$ cat config.mk
export PLATFORM = sky130hd
export DESIGN_NAME = ethernet_frame_classifier
export DESIGN_NICKNAME = d
export VERILOG_FILES = /design/src/sv/efc_pkg.sv /design/src/sv/efc_capture.sv /design/src/sv/efc_decode.sv /design/src/sv/ethernet_frame_classifier.sv
export SDC_FILE = /design/constraint.sdc
export NUM_CORES = 1
export LEC_CHECK = 0
export ABC_AREA = 1
export BUFFER_PORTS_ARGS = -buffer_cell sky130_fd_sc_hd__buf_2
export CORE_ASPECT_RATIO = 1.5
export CORE_MARGIN = 5
export CORE_UTILIZATION = 54
export DETAILED_ROUTE_END_ITERATION = 6
export GPL_ROUTABILITY_DRIVEN = 0
export PLACE_DENSITY = 0.74
export SKIP_LAST_GASP = 1
export SYNTH_ARGS = -nofsm -noshare
export SYNTH_HDL_FRONTEND = slang
export SYNTH_SLANG_ARGS = --single-unit
$ cat constraint.sdc
create_clock -name clk -period 17.05 [get_ports clk]
set_input_delay 2.5575 -clock clk [delete_from_list [all_inputs] [get_ports clk]]
set_output_delay 2.5575 -clock clk [all_outputs]
set_load 0.02 [all_outputs]
$ cat src/sv/efc_pkg.sv
// ----------------------------------------------------------------------------
// efc_pkg: shared types and constants of the Ethernet frame classifier
// Holds the frame class codes, the protocol constants and the structs that
// pass the captured header and the decoded summary between the modules.
// ----------------------------------------------------------------------------
package efc_pkg;

  // Header bytes kept at fixed offsets (0 to 41) and bytes kept relative to
  // the start of the IPv4 payload (offsets 0 to 13 from there).
  localparam int unsigned FIX_BYTES = 42;
  localparam int unsigned L4_BYTES  = 14;

  localparam logic [15:0] ETH_HDR_BYTES  = 16'd14;
  localparam logic [15:0] MAX_LEN_FIELD  = 16'd1500;
  localparam logic [15:0] ETYPE_IPV4     = 16'h0800;
  localparam logic [15:0] ETYPE_ARP      = 16'h0806;
  localparam logic [15:0] ETYPE_RARP     = 16'h8035;
  localparam logic [15:0] ETYPE_IPV6     = 16'h86dd;
  localparam logic [7:0]  SAP_NETBEUI    = 8'hf0;
  localparam logic [7:0]  SAP_SNAP       = 8'haa;
  localparam logic [3:0]  IHL_MASK       = 4'hf;
  localparam logic [7:0]  TCP_FLAG_MASK  = 8'h3f;
  localparam logic [5:0]  IPV4_MIN_HDR   = 6'd20;
  localparam logic [7:0]  IP_PROTO_ICMP  = 8'd1;
  localparam logic [7:0]  IP_PROTO_TCP   = 8'd6;
  localparam logic [7:0]  IP_PROTO_UDP   = 8'd17;
  localparam logic [15:0] UDP_HDR_BYTES  = 16'd8;

  typedef enum logic [3:0] {
    CLS_RUNT       = 4'd0,
    CLS_NETBEUI    = 4'd1,
    CLS_SNAP       = 4'd2,
    CLS_LLC        = 4'd3,
    CLS_IPV4_BAD   = 4'd4,
    CLS_ICMP       = 4'd5,
    CLS_TCP        = 4'd6,
    CLS_UDP        = 4'd7,
    CLS_IPV4_OTHER = 4'd8,
    CLS_ARP        = 4'd9,
    CLS_RARP       = 4'd10,
    CLS_IPV6       = 4'd11,
    CLS_OTHER      = 4'd12
  } cls_t;

  typedef enum logic [4:0] {
    SVC_NONE     = 5'd0,
    SVC_HIGH_A   = 5'd1,
    SVC_HIGH_B   = 5'd2,
    SVC_DHCP     = 5'd3,
    SVC_DNS      = 5'd4,
    SVC_NTP      = 5'd5,
    SVC_NB_NS    = 5'd6,
    SVC_NB_DGM   = 5'd7,
    SVC_NB_SSN   = 5'd8,
    SVC_FTP_DATA = 5'd9,
    SVC_FTP      = 5'd10,
    SVC_SSH      = 5'd11,
    SVC_TELNET   = 5'd12,
    SVC_SMTP     = 5'd13,
    SVC_HTTP     = 5'd14,
    SVC_POP3     = 5'd15,
    SVC_IMAP     = 5'd16,
    SVC_HTTPS    = 5'd17
  } svc_t;

  typedef struct packed {
    logic [L4_BYTES-1:0][7:0]  l4;
    logic [FIX_BYTES-1:0][7:0] fix;
  } hdr_t;

  typedef struct packed {
    cls_t        frame_class;
    logic [15:0] frame_length;
    logic [15:0] type_field;
    logic [47:0] source_address;
    logic [47:0] dest_address;
    logic [15:0] source_port;
    logic [15:0] dest_port;
    svc_t        source_service;
    svc_t        dest_service;
    logic [15:0] code_a;
    logic [7:0]  code_b;
    logic [47:0] value_a;
  } res_t;

  function automatic svc_t port_service(input logic [15:0] port);
    svc_t svc;
    unique case (port)
      16'd32770, 16'd32771: svc = SVC_HIGH_A;
      16'd49171:            svc = SVC_HIGH_B;
      16'd67, 16'd68:       svc = SVC_DHCP;
      16'd53:               svc = SVC_DNS;
      16'd123:              svc = SVC_NTP;
      16'd137:              svc = SVC_NB_NS;
      16'd138:              svc = SVC_NB_DGM;
      16'd139:              svc = SVC_NB_SSN;
      16'd20:               svc = SVC_FTP_DATA;
      16'd21:               svc = SVC_FTP;
      16'd22:               svc = SVC_SSH;
      16'd23:               svc = SVC_TELNET;
      16'd25:               svc = SVC_SMTP;
      16'd80:               svc = SVC_HTTP;
      16'd110:              svc = SVC_POP3;
      16'd143:              svc = SVC_IMAP;
      16'd443:              svc = SVC_HTTPS;
      default:              svc = SVC_NONE;
    endcase
    return svc;
  endfunction

endpackage

$ cat src/sv/efc_capture.sv
// ----------------------------------------------------------------------------
// efc_capture: byte counter and header field capture
// Counts the bytes of a frame and stores each byte that a later decode needs
// into a register of its own as it passes, fixed offsets and IPv4 payload
// offsets alike.
// ----------------------------------------------------------------------------
module efc_capture (
  input  logic            clk,
  input  logic            rst,
  input  logic            accept,
  input  logic [7:0]      data_byte,
  input  logic            last_byte,
  output efc_pkg::hdr_t   hdr,
  output logic [15:0]     frame_len
);

  logic [15:0]   byte_count;
  logic [15:0]   count_inc;
  logic [6:0]    l4_base;
  logic [15:0]   l4_off;
  efc_pkg::hdr_t hdr_q;
  logic [15:0]   len_q;

  assign count_inc = (byte_count == 16'hffff) ? byte_count : byte_count + 16'd1;

  // Start of the IPv4 payload. Byte 14 may still hold an older frame's value
  // while the count is low; slots written then are rewritten at their proper
  // offsets or fail the length check at decode.
  assign l4_base = 7'd14 + {1'b0, hdr_q.fix[14][3:0] & efc_pkg::IHL_MASK, 2'b00};
  assign l4_off  = byte_count - {9'd0, l4_base};

  always_ff @(posedge clk) begin
    if (rst) begin
      byte_count <= 16'd0;
    end else if (accept) begin
      byte_count <= last_byte ? 16'd0 : count_inc;
    end
  end

  always_ff @(posedge clk) begin
    if (accept) begin
      for (int i = 0; i < efc_pkg::FIX_BYTES; i++) begin
        if (byte_count == 16'(i)) begin
          hdr_q.fix[i] <= data_byte;
        end
      end
      for (int k = 0; k < efc_pkg::L4_BYTES; k++) begin
        if (l4_off == 16'(k)) begin
          hdr_q.l4[k] <= data_byte;
        end
      end
      if (last_byte) begin
        len_q <= count_inc;
      end
    end
  end

  assign hdr       = hdr_q;
  assign frame_len = len_q;

endmodule

$ cat src/sv/efc_decode.sv
// ----------------------------------------------------------------------------
// efc_decode: frame summary decode
// Turns the captured header bytes and the final length into the class and
// the summary fields. A field counts only when all its bytes lie inside the
// frame.
// ----------------------------------------------------------------------------
module efc_decode (
  input  efc_pkg::hdr_t hdr,
  input  logic [15:0]   frame_len,
  output efc_pkg::res_t res
);

  always_comb begin
    logic [15:0] typ;
    logic [7:0]  dsap;
    logic [7:0]  ssap;
    logic [5:0]  ihl;
    logic [7:0]  proto;
    logic [15:0] l4w;
    logic [15:0] ulen;
    logic [15:0] sp;
    logic [15:0] dp;
    efc_pkg::svc_t ss;
    efc_pkg::svc_t ds;

    res              = '0;
    res.frame_class  = efc_pkg::CLS_RUNT;
    res.frame_length = frame_len;
    typ  = {hdr.fix[12], hdr.fix[13]};
    dsap = (frame_len >= 16'd15) ? hdr.fix[14] : 8'd0;
    ssap = (frame_len >= 16'd16) ? hdr.fix[15] : 8'd0;
    ihl  = {dsap[3:0] & efc_pkg::IHL_MASK, 2'b00};
    proto = (frame_len >= 16'd24) ? hdr.fix[23] : 8'd0;
    l4w  = efc_pkg::ETH_HDR_BYTES + {10'd0, ihl};
    sp   = (frame_len >= l4w + 16'd2) ? {hdr.l4[0], hdr.l4[1]} : 16'd0;
    dp   = (frame_len >= l4w + 16'd4) ? {hdr.l4[2], hdr.l4[3]} : 16'd0;
    ss   = efc_pkg::port_service(sp);
    ds   = efc_pkg::port_service(dp);
    ulen = (frame_len >= l4w + 16'd6) ? {hdr.l4[4], hdr.l4[5]} : 16'd0;

    if (frame_len >= efc_pkg::ETH_HDR_BYTES) begin
      res.type_field     = typ;
      res.dest_address   = {hdr.fix[0], hdr.fix[1], hdr.fix[2],
                            hdr.fix[3], hdr.fix[4], hdr.fix[5]};
      res.source_address = {hdr.fix[6], hdr.fix[7], hdr.fix[8],
                            hdr.fix[9], hdr.fix[10], hdr.fix[11]};
      if (typ <= efc_pkg::MAX_LEN_FIELD) begin
        res.code_a = {8'd0, dsap};
        res.code_b = ssap;
        if (dsap == efc_pkg::SAP_NETBEUI && ssap == efc_pkg::SAP_NETBEUI) begin
          res.frame_class = efc_pkg::CLS_NETBEUI;
          res.value_a     = {32'd0, typ};
        end else if (dsap == efc_pkg::SAP_SNAP && ssap == efc_pkg::SAP_SNAP) begin
          res.frame_class = efc_pkg::CLS_SNAP;
          res.value_a     = (frame_len >= 16'd22) ?
                            {32'd0, hdr.fix[20], hdr.fix[21]} : 48'd0;
        end else begin
          res.frame_class = efc_pkg::CLS_LLC;
          res.value_a     = {32'd0, typ};
        end
      end else if (typ == efc_pkg::ETYPE_IPV4) begin
        res.source_address = (frame_len >= 16'd30) ?
          {16'd0, hdr.fix[26], hdr.fix[27], hdr.fix[28], hdr.fix[29]} : 48'd0;
        res.dest_address   = (frame_len >= 16'd34) ?
          {16'd0, hdr.fix[30], hdr.fix[31], hdr.fix[32], hdr.fix[33]} : 48'd0;
        if (ihl < efc_pkg::IPV4_MIN_HDR) begin
          res.frame_class = efc_pkg::CLS_IPV4_BAD;
          res.code_a      = {10'd0, ihl};
        end else if (proto == efc_pkg::IP_PROTO_ICMP) begin
          res.frame_class = efc_pkg::CLS_ICMP;
          res.code_a      = (frame_len >= l4w + 16'd1) ? {8'd0, hdr.l4[0]} : 16'd0;
          res.value_a     = {16'd0,
            ((frame_len >= l4w + 16'd6) ? {hdr.l4[4], hdr.l4[5]} : 16'd0),
            ((frame_len >= l4w + 16'd8) ? {hdr.l4[6], hdr.l4[7]} : 16'd0)};
        end else if (proto == efc_pkg::IP_PROTO_TCP) begin
          res.frame_class    = efc_pkg::CLS_TCP;
          res.source_port    = sp;
          res.dest_port      = dp;
          res.source_service = ss;
          res.dest_service   = ds;
          res.code_a         = (frame_len >= l4w + 16'd14) ?
                               {8'd0, hdr.l4[13] & efc_pkg::TCP_FLAG_MASK} : 16'd0;
          res.value_a        = (frame_len >= l4w + 16'd8) ?
            {16'd0, hdr.l4[4], hdr.l4[5], hdr.l4[6], hdr.l4[7]} : 48'd0;
        end else if (proto == efc_pkg::IP_PROTO_UDP) begin
          res.frame_class    = efc_pkg::CLS_UDP;
          res.source_port    = sp;
          res.dest_port      = dp;
          res.source_service = ss;
          res.dest_service   = ds;
          res.code_a         = {11'd0, (ds != efc_pkg::SVC_NONE) ? ds : ss};
          res.value_a        = (ulen >= efc_pkg::UDP_HDR_BYTES) ?
                               {32'd0, ulen - efc_pkg::UDP_HDR_BYTES} : 48'd0;
        end else begin
          res.frame_class = efc_pkg::CLS_IPV4_OTHER;
          res.code_a      = {8'd0, proto};
        end
      end else if (typ == efc_pkg::ETYPE_ARP || typ == efc_pkg::ETYPE_RARP) begin
        res.frame_class    = (typ == efc_pkg::ETYPE_ARP) ? efc_pkg::CLS_ARP
                                                         : efc_pkg::CLS_RARP;
        res.code_a         = (frame_len >= 16'd22) ? {hdr.fix[20], hdr.fix[21]} : 16'd0;
        res.source_address = (frame_len >= 16'd32) ?
          {16'd0, hdr.fix[28], hdr.fix[29], hdr.fix[30], hdr.fix[31]} : 48'd0;
        res.dest_address   = (frame_len >= 16'd42) ?
          {16'd0, hdr.fix[38], hdr.fix[39], hdr.fix[40], hdr.fix[41]} : 48'd0;
        res.value_a        = (frame_len >= 16'd28) ?
          {hdr.fix[22], hdr.fix[23], hdr.fix[24],
           hdr.fix[25], hdr.fix[26], hdr.fix[27]} : 48'd0;
      end else if (typ == efc_pkg::ETYPE_IPV6) begin
        res.frame_class = efc_pkg::CLS_IPV6;
        res.code_a      = (frame_len >= 16'd21) ? {8'd0, hdr.fix[20]} : 16'd0;
      end else begin
        res.frame_class = efc_pkg::CLS_OTHER;
      end
    end
  end

endmodule

$ cat src/sv/ethernet_frame_classifier.sv
// ----------------------------------------------------------------------------
// ethernet_frame_classifier: Ethernet frame header classifier
// Parses an Ethernet frame arriving one byte per item and gives one summary
// item per frame.
// ----------------------------------------------------------------------------
// Usage
//   The slave channel (s_*) carries the frame one byte per item, in wire
//   order, with s_tlast high on the final byte. Frames hold at least one byte.
//   The master channel (m_*) gives one summary item per frame: the class in
//   m_tuser and the remaining fields packed in m_tdata.
//   Throughput: one byte per cycle while s_tready is high. The header bytes are captured into
//   registers as they pass, so the frame end needs no replay of the header.
//   Summary path: accepting the final byte sets the pending flag; the decode
//   then runs from the capture registers straight into the output register,
//   which loads the summary once it is empty or being emptied.
//   Stall: the summary waits in the output register while m_tready is low.
//   Bytes of the next frame keep flowing meanwhile; only when a second frame
//   has ended and its summary cannot yet enter the output register does
//   s_tready drop, until the waiting item is taken.
//   Reset (rst, synchronous, active high) clears the byte count, the pending
//   flag and m_tvalid; header registers are not cleared, as every field is
//   checked against the current frame length before it is used.
// ----------------------------------------------------------------------------
module ethernet_frame_classifier (
  input  logic         clk,
  input  logic         rst,
  input  logic         s_tvalid,
  output logic         s_tready,
  input  logic [7:0]   s_tdata,   // [7:0] data_byte
  input  logic         s_tlast,   // last_byte
  output logic         m_tvalid,
  input  logic         m_tready,
  // m_tdata from bit 0 up: frame_length[15:0], type_field[31:16],
  // source_address[79:32], dest_address[127:80], source_port[143:128],
  // dest_port[159:144], source_service[164:160], dest_service[169:165],
  // code_a[185:170], code_b[193:186], value_a[241:194], zeros[247:242]
  output logic [247:0] m_tdata,
  output logic [3:0]   m_tuser    // [3:0] frame_class
);

  logic          s_accept;
  logic          pend;
  logic          pend_next;
  logic          load;
  logic          m_tvalid_next;
  logic [15:0]   frame_len;
  efc_pkg::hdr_t hdr;
  efc_pkg::res_t res;

  // The capture registers must not move while a finished frame still waits
  // to be decoded, so input is held only in that case.
  assign s_tready = !pend || load;
  assign s_accept = s_tvalid && s_tready;

  efc_capture u_capture (
    .clk       (clk),
    .rst       (rst),
    .accept    (s_accept),
    .data_byte (s_tdata),
    .last_byte (s_tlast),
    .hdr       (hdr),
    .frame_len (frame_len)
  );

  efc_decode u_decode (
    .hdr       (hdr),
    .frame_len (frame_len),
    .res       (res)
  );

  // A decoded summary enters the output register when it is empty or being
  // emptied in the same cycle.
  assign load          = pend && (!m_tvalid || m_tready);
  assign pend_next     = (s_accept && s_tlast) || (pend && !load);
  assign m_tvalid_next = load || (m_tvalid && !m_tready);

  always_ff @(posedge clk) begin
    if (rst) begin
      pend     <= 1'b0;
      m_tvalid <= 1'b0;
    end else begin
      pend     <= pend_next;
      m_tvalid <= m_tvalid_next;
    end
  end

  always_ff @(posedge clk) begin
    if (load) begin
      m_tuser <= res.frame_class;
      m_tdata <= {6'd0,
                  res.value_a,
                  res.code_b,
                  res.code_a,
                  res.dest_service,
                  res.source_service,
                  res.dest_port,
                  res.source_port,
                  res.dest_address,
                  res.source_address,
                  res.type_field,
                  res.frame_length};
    end
  end

endmodule

==> results of run 1 <==
[synth_stat cells, types with 6 or more instances]
cell type | n | share of area
nor2_1 | 284 | 0.040
o2111ai_1 | 6 | 0.0019
o211ai_1 | 52 | 0.014
xnor2_1 | 9 | 0.0029
a21oi_1 | 42 | 0.0078
nor2_2 | 14 | 0.0032
inv_2 | 21 | 0.0029
nand2_1 | 399 | 0.056
a31oi_1 | 15 | 0.0035
o21ai_0 | 48 | 0.0089
clkbuf_1 | 41 | 0.0057
o21ai_1 | 29 | 0.0054
buf_2 | 15 | 0.0028
nor3_1 | 39 | 0.0072
edfxtp_1 | 604 | 0.67
buf_4 | 13 | 0.0036
dfxtp_1 | 18 | 0.013
nand2_2 | 20 | 0.0046
xor2_1 | 19 | 0.0062
nand4_1 | 35 | 0.0081
nand3_1 | 274 | 0.051
buf_6 | 8 | 0.0033
inv_1 | 205 | 0.029
ha_1 | 37 | 0.017
nor4_1 | 12 | 0.0028
[routing by layer]
| metal | track usage |
|---|---|
| met3 | 0.0336 |
| met4 | 0.121 |
| met2 | 0.455 |
| met1 | 0.316 |
| met5 | 0 |
[metrics by stage]
stage | instance area [um^2] | std cells
after CTS | 30800 | 3306
after detailed placement | 28900 | 3205
after floorplan | 27000 | 2341
after global placement | 28900 | 3205
after global routing | 30800 | 3306
[logic make-up after synthesis]
family	Yosys count	share of synthesized area
simple gates	1106	0.184
flops	622	0.686
buf+inv	311	0.0482
compound gates	228	0.0546
fa+ha+maj	37	0.0172
xor+xnor	29	0.00970
other cells	2	0.000278
mux	1	0.000418
==> metrics, run 1 <==
status stopped before the end; Fail Step detailed routing (5_2_route); Error Error: _0017_ 2 pin not visited #guides = 34; Clock Path Buffers 3; Primary FF master, synth edfxtp_1; DP HPWL 48900 um; vias in the first global route 19070; Synth Warn # 0; number of buffers added on ports 260; Post-synth EDFFs 604; ys async rst share 0; library cells used by synthesis 63; CTS sink cnt 622; Rows 100; die height 284 um; Initial Util 0.544; gr usage total 0.259; post-CTS setup buffers 0; clk root buf clkbuf_16; H-tree levels 2; sequential share of the synthesized area 0.686; Boundary Pins 267; CTS resizes 0; synthesized cell area 27000 um^2; gr ovfl total 0; dpl ws 11.33 ns; TritonCTS buffer count 54; hold buffers post-CTS 0; syn_area_per_cell 11.5 um^2; largest net degree at the start of global routing 170; die span in x 192 um; initial antenna violation count 0; first-pass GRT wire length 109000 um; #FFs+latches synth 622; Cells after Synth 2336
==> run 2: changes to the inputs <==
CORE_ASPECT_RATIO = default   (was 1.5)
CORE_UTILIZATION = 39   (was 54)
PLACE_DENSITY = default   (was 0.74)
PLACE_DENSITY_LB_ADDON = 0.15   (was default)
==> run 2 against run 1 <==
Synthesized area unchanged. The flow now finishes without violations. Global-route usage decreased by 5.7 points. Synthesized cell count unchanged.
==> metrics, run 2 <==
status complete, no violations; Clock Path Buffers 3; Synth Area in Compound Gates 0.0546; Post-synth EDFFs 604; number of buffers added on ports 260; Post-Synth Adder-Cell Area 0.0172; first-pass GRT wire length 115000 um; DRT iter0 DRCs 1671; max reg flops 342; Synth Warn # 0; antenna viol nets, final 0; simple-gate share of the synthesized area 0.184; # Max-Cap Violations 0; worst r2r dst m_tdata[174]; reg2reg setup slack 11.58 ns; most common cell in the netlist edfxtp_1; vias in the first global route 18671; #FFs+latches synth 622; largest net degree at the start of global routing 81; Pleak 11.9 nW; worst min-delay path class register to register; final period utilization 0.339; Initial Util 0.393; Cells after Synth 2336; clk root buf clkbuf_16; cell taking the most area after synthesis edfxtp_1; H-tree levels 3; core box area 68600 um^2; Max FO, Critical Path 2; Final Non-Filler Cells 3598; DRC 0; WL per Instance 21.4 um; peak supply drop 60.6 uV; min cycle time layout 5.78 ns; Primary FF master, synth edfxtp_1; die span in x 273 um; CTS sink cnt 622; TritonCTS buffer count 68; CTS resizes 0; most frequent cells in the layout 604 x edfxtp_1, 399 x nand2_1, 282 x nor2_1, 273 x nand3_1, 260 x buf_2; syn_area_per_cell 11.5 um^2; library cells used by synthesis 63; CP Data Required Time 14.49 ns; Worst setup EP type output pin; crit path capture s_tready; power per cell area 102 nW/um^2; Worst-Margin Slew 1.22 ns; main combinational cell family by area after synthesis simple AND/OR/NAND/NOR gates; final setup vio count 0; reg2reg start u_capture.frame_len[4]; final WL 77100 um; CTS clk-pin slew, worst paths 0.05 ns; CP arrival 3.22 ns; sequential share of the synthesized area 0.686; Fmax 173 MHz; Synth area leaders edfxtp_1 67%, nand2_1 5.6%, nand3_1 5.1%, nor2_1 4.0%, inv_1 2.9%; DIE AREA 74500 um^2; gr ovfl total 0; final slew viol count 0; CTS tree yes; Detailed Routing Iterations Pass 1 6; Slew headroom 0.183; CP Launch Point m_tready; Area growth syn-to-layout 16.4%; post-CTS setup buffers 0; final hold vios 0; worst-skew pair later-pin latency 0.61 ns; DP HPWL 51900 um; ys async rst share 0; commonest cells in the netlist 604 x edfxtp_1, 399 x nand2_1, 284 x nor2_1; critical path type input pin to output pin; share of the synthesized area in the top cell type 0.673; via count 19008; nets 2665; FF-to-FF path depth 31; die height 273 um; post-synthesis mux area share 0.000418; final setup TNS 0 ns; synthesized cell area 27000 um^2; post-route clock skew 0.0317 ns; critical path launch point type input pin; layout cell share with drive strength beyond 1 0.180; Post-Place Cells 3476; hold buffers post-CTS 0; xor/xnor cell area share of the yosys netlist 0.00970; routed vias/inst 5.28; worst-case hold slack 0.444 ns; Rows 96; initial antenna violation count 2; commonest non-fill, non-tap cell in the layout edfxtp_1; Boundary Pins 267; unrepaired setup endpoints after global routing false; gr usage total 0.202
run 2: cell counts after synthesis:
Identical to the previous run, type by type.
run 2: layer usage:
layer | share of wire | GRT usage | wire length [um] | vias to the layer above
met1 | 0.44 | 0.287 | 34200 | 9397
met5 | 0.00014 | 0 | 11 | -
li1 | - | - | - | 8790
met4 | 0.023 | 0.0564 | 1770 | 2
met2 | 0.47 | 0.324 | 36100 | 697
met3 | 0.065 | 0.0344 | 5030 | 122
run 2: kinds of logic after synthesis:
| group | after synthesis |
|---|---|
| simple gates | 1106 |
| flops | 622 |
| buf+inv | 311 |
| compound gates | 228 |
| fa+ha+maj | 37 |
| xor+xnor | 29 |
| other cells | 2 |
| mux | 1 |
run 2: through the flow:
step / setup slack, ns / cell area [um^2] / util / power [W]
floorplan: 1.79 / 27000 / - / 0.00178
global placement: 11.30 / 29200 / 0.426 / 0.00181
detailed placement: 11.27 / 29200 / 0.426 / 0.00181
CTS: 11.26 / 31400 / 0.458 / 0.00324
global route: 11.12 / 31400 / 0.458 / 0.00331
finish: 11.27 / 31400 / 0.458 / 0.00321
run 2: area by class of cell:
type / instances / area [um^2]
fill: 6371 / 37200
sequential: 622 / 18500
multi-input combinational: 1408 / 7220
clock buffer: 85 / 1810
timing repair buffer: 285 / 1490
tap: 931 / 1160
inverter: 230 / 867
clock inverter: 36 / 342
antenna: 1 / 2.50
run 2: how the worst min path moves through the flow:
stage	start	end	slack, ns	cells past startpoint
final	u_capture.frame_len[9]	m_tdata[9]	0.44	0
after global routing	u_capture.frame_len[9]	m_tdata[9]	0.45	0
after CTS	u_capture.frame_len[9]	m_tdata[9]	0.45	0
after detailed placement	u_capture.frame_len[9]	m_tdata[9]	0.43	0
after global placement	u_capture.frame_len[9]	m_tdata[9]	0.43	0
after floorplan	u_capture.frame_len[10]	m_tdata[10]	0.43	0
run 2: worst max-delay path, cell delays in order:
cell	delay [ns]
buf_2	0.10
inv_1	0.10
nand2_1	0.08
nor2_1	0.15
inv_1	0.07
buf_2	0.16
run 2: power by group:
group          switching [W]  internal, W
combinational      0.0000647    0.0000160
clock               0.000607     0.000822
sequential        0.00000813      0.00169
total               0.000680      0.00253
(Power assumes the default switching activity.)
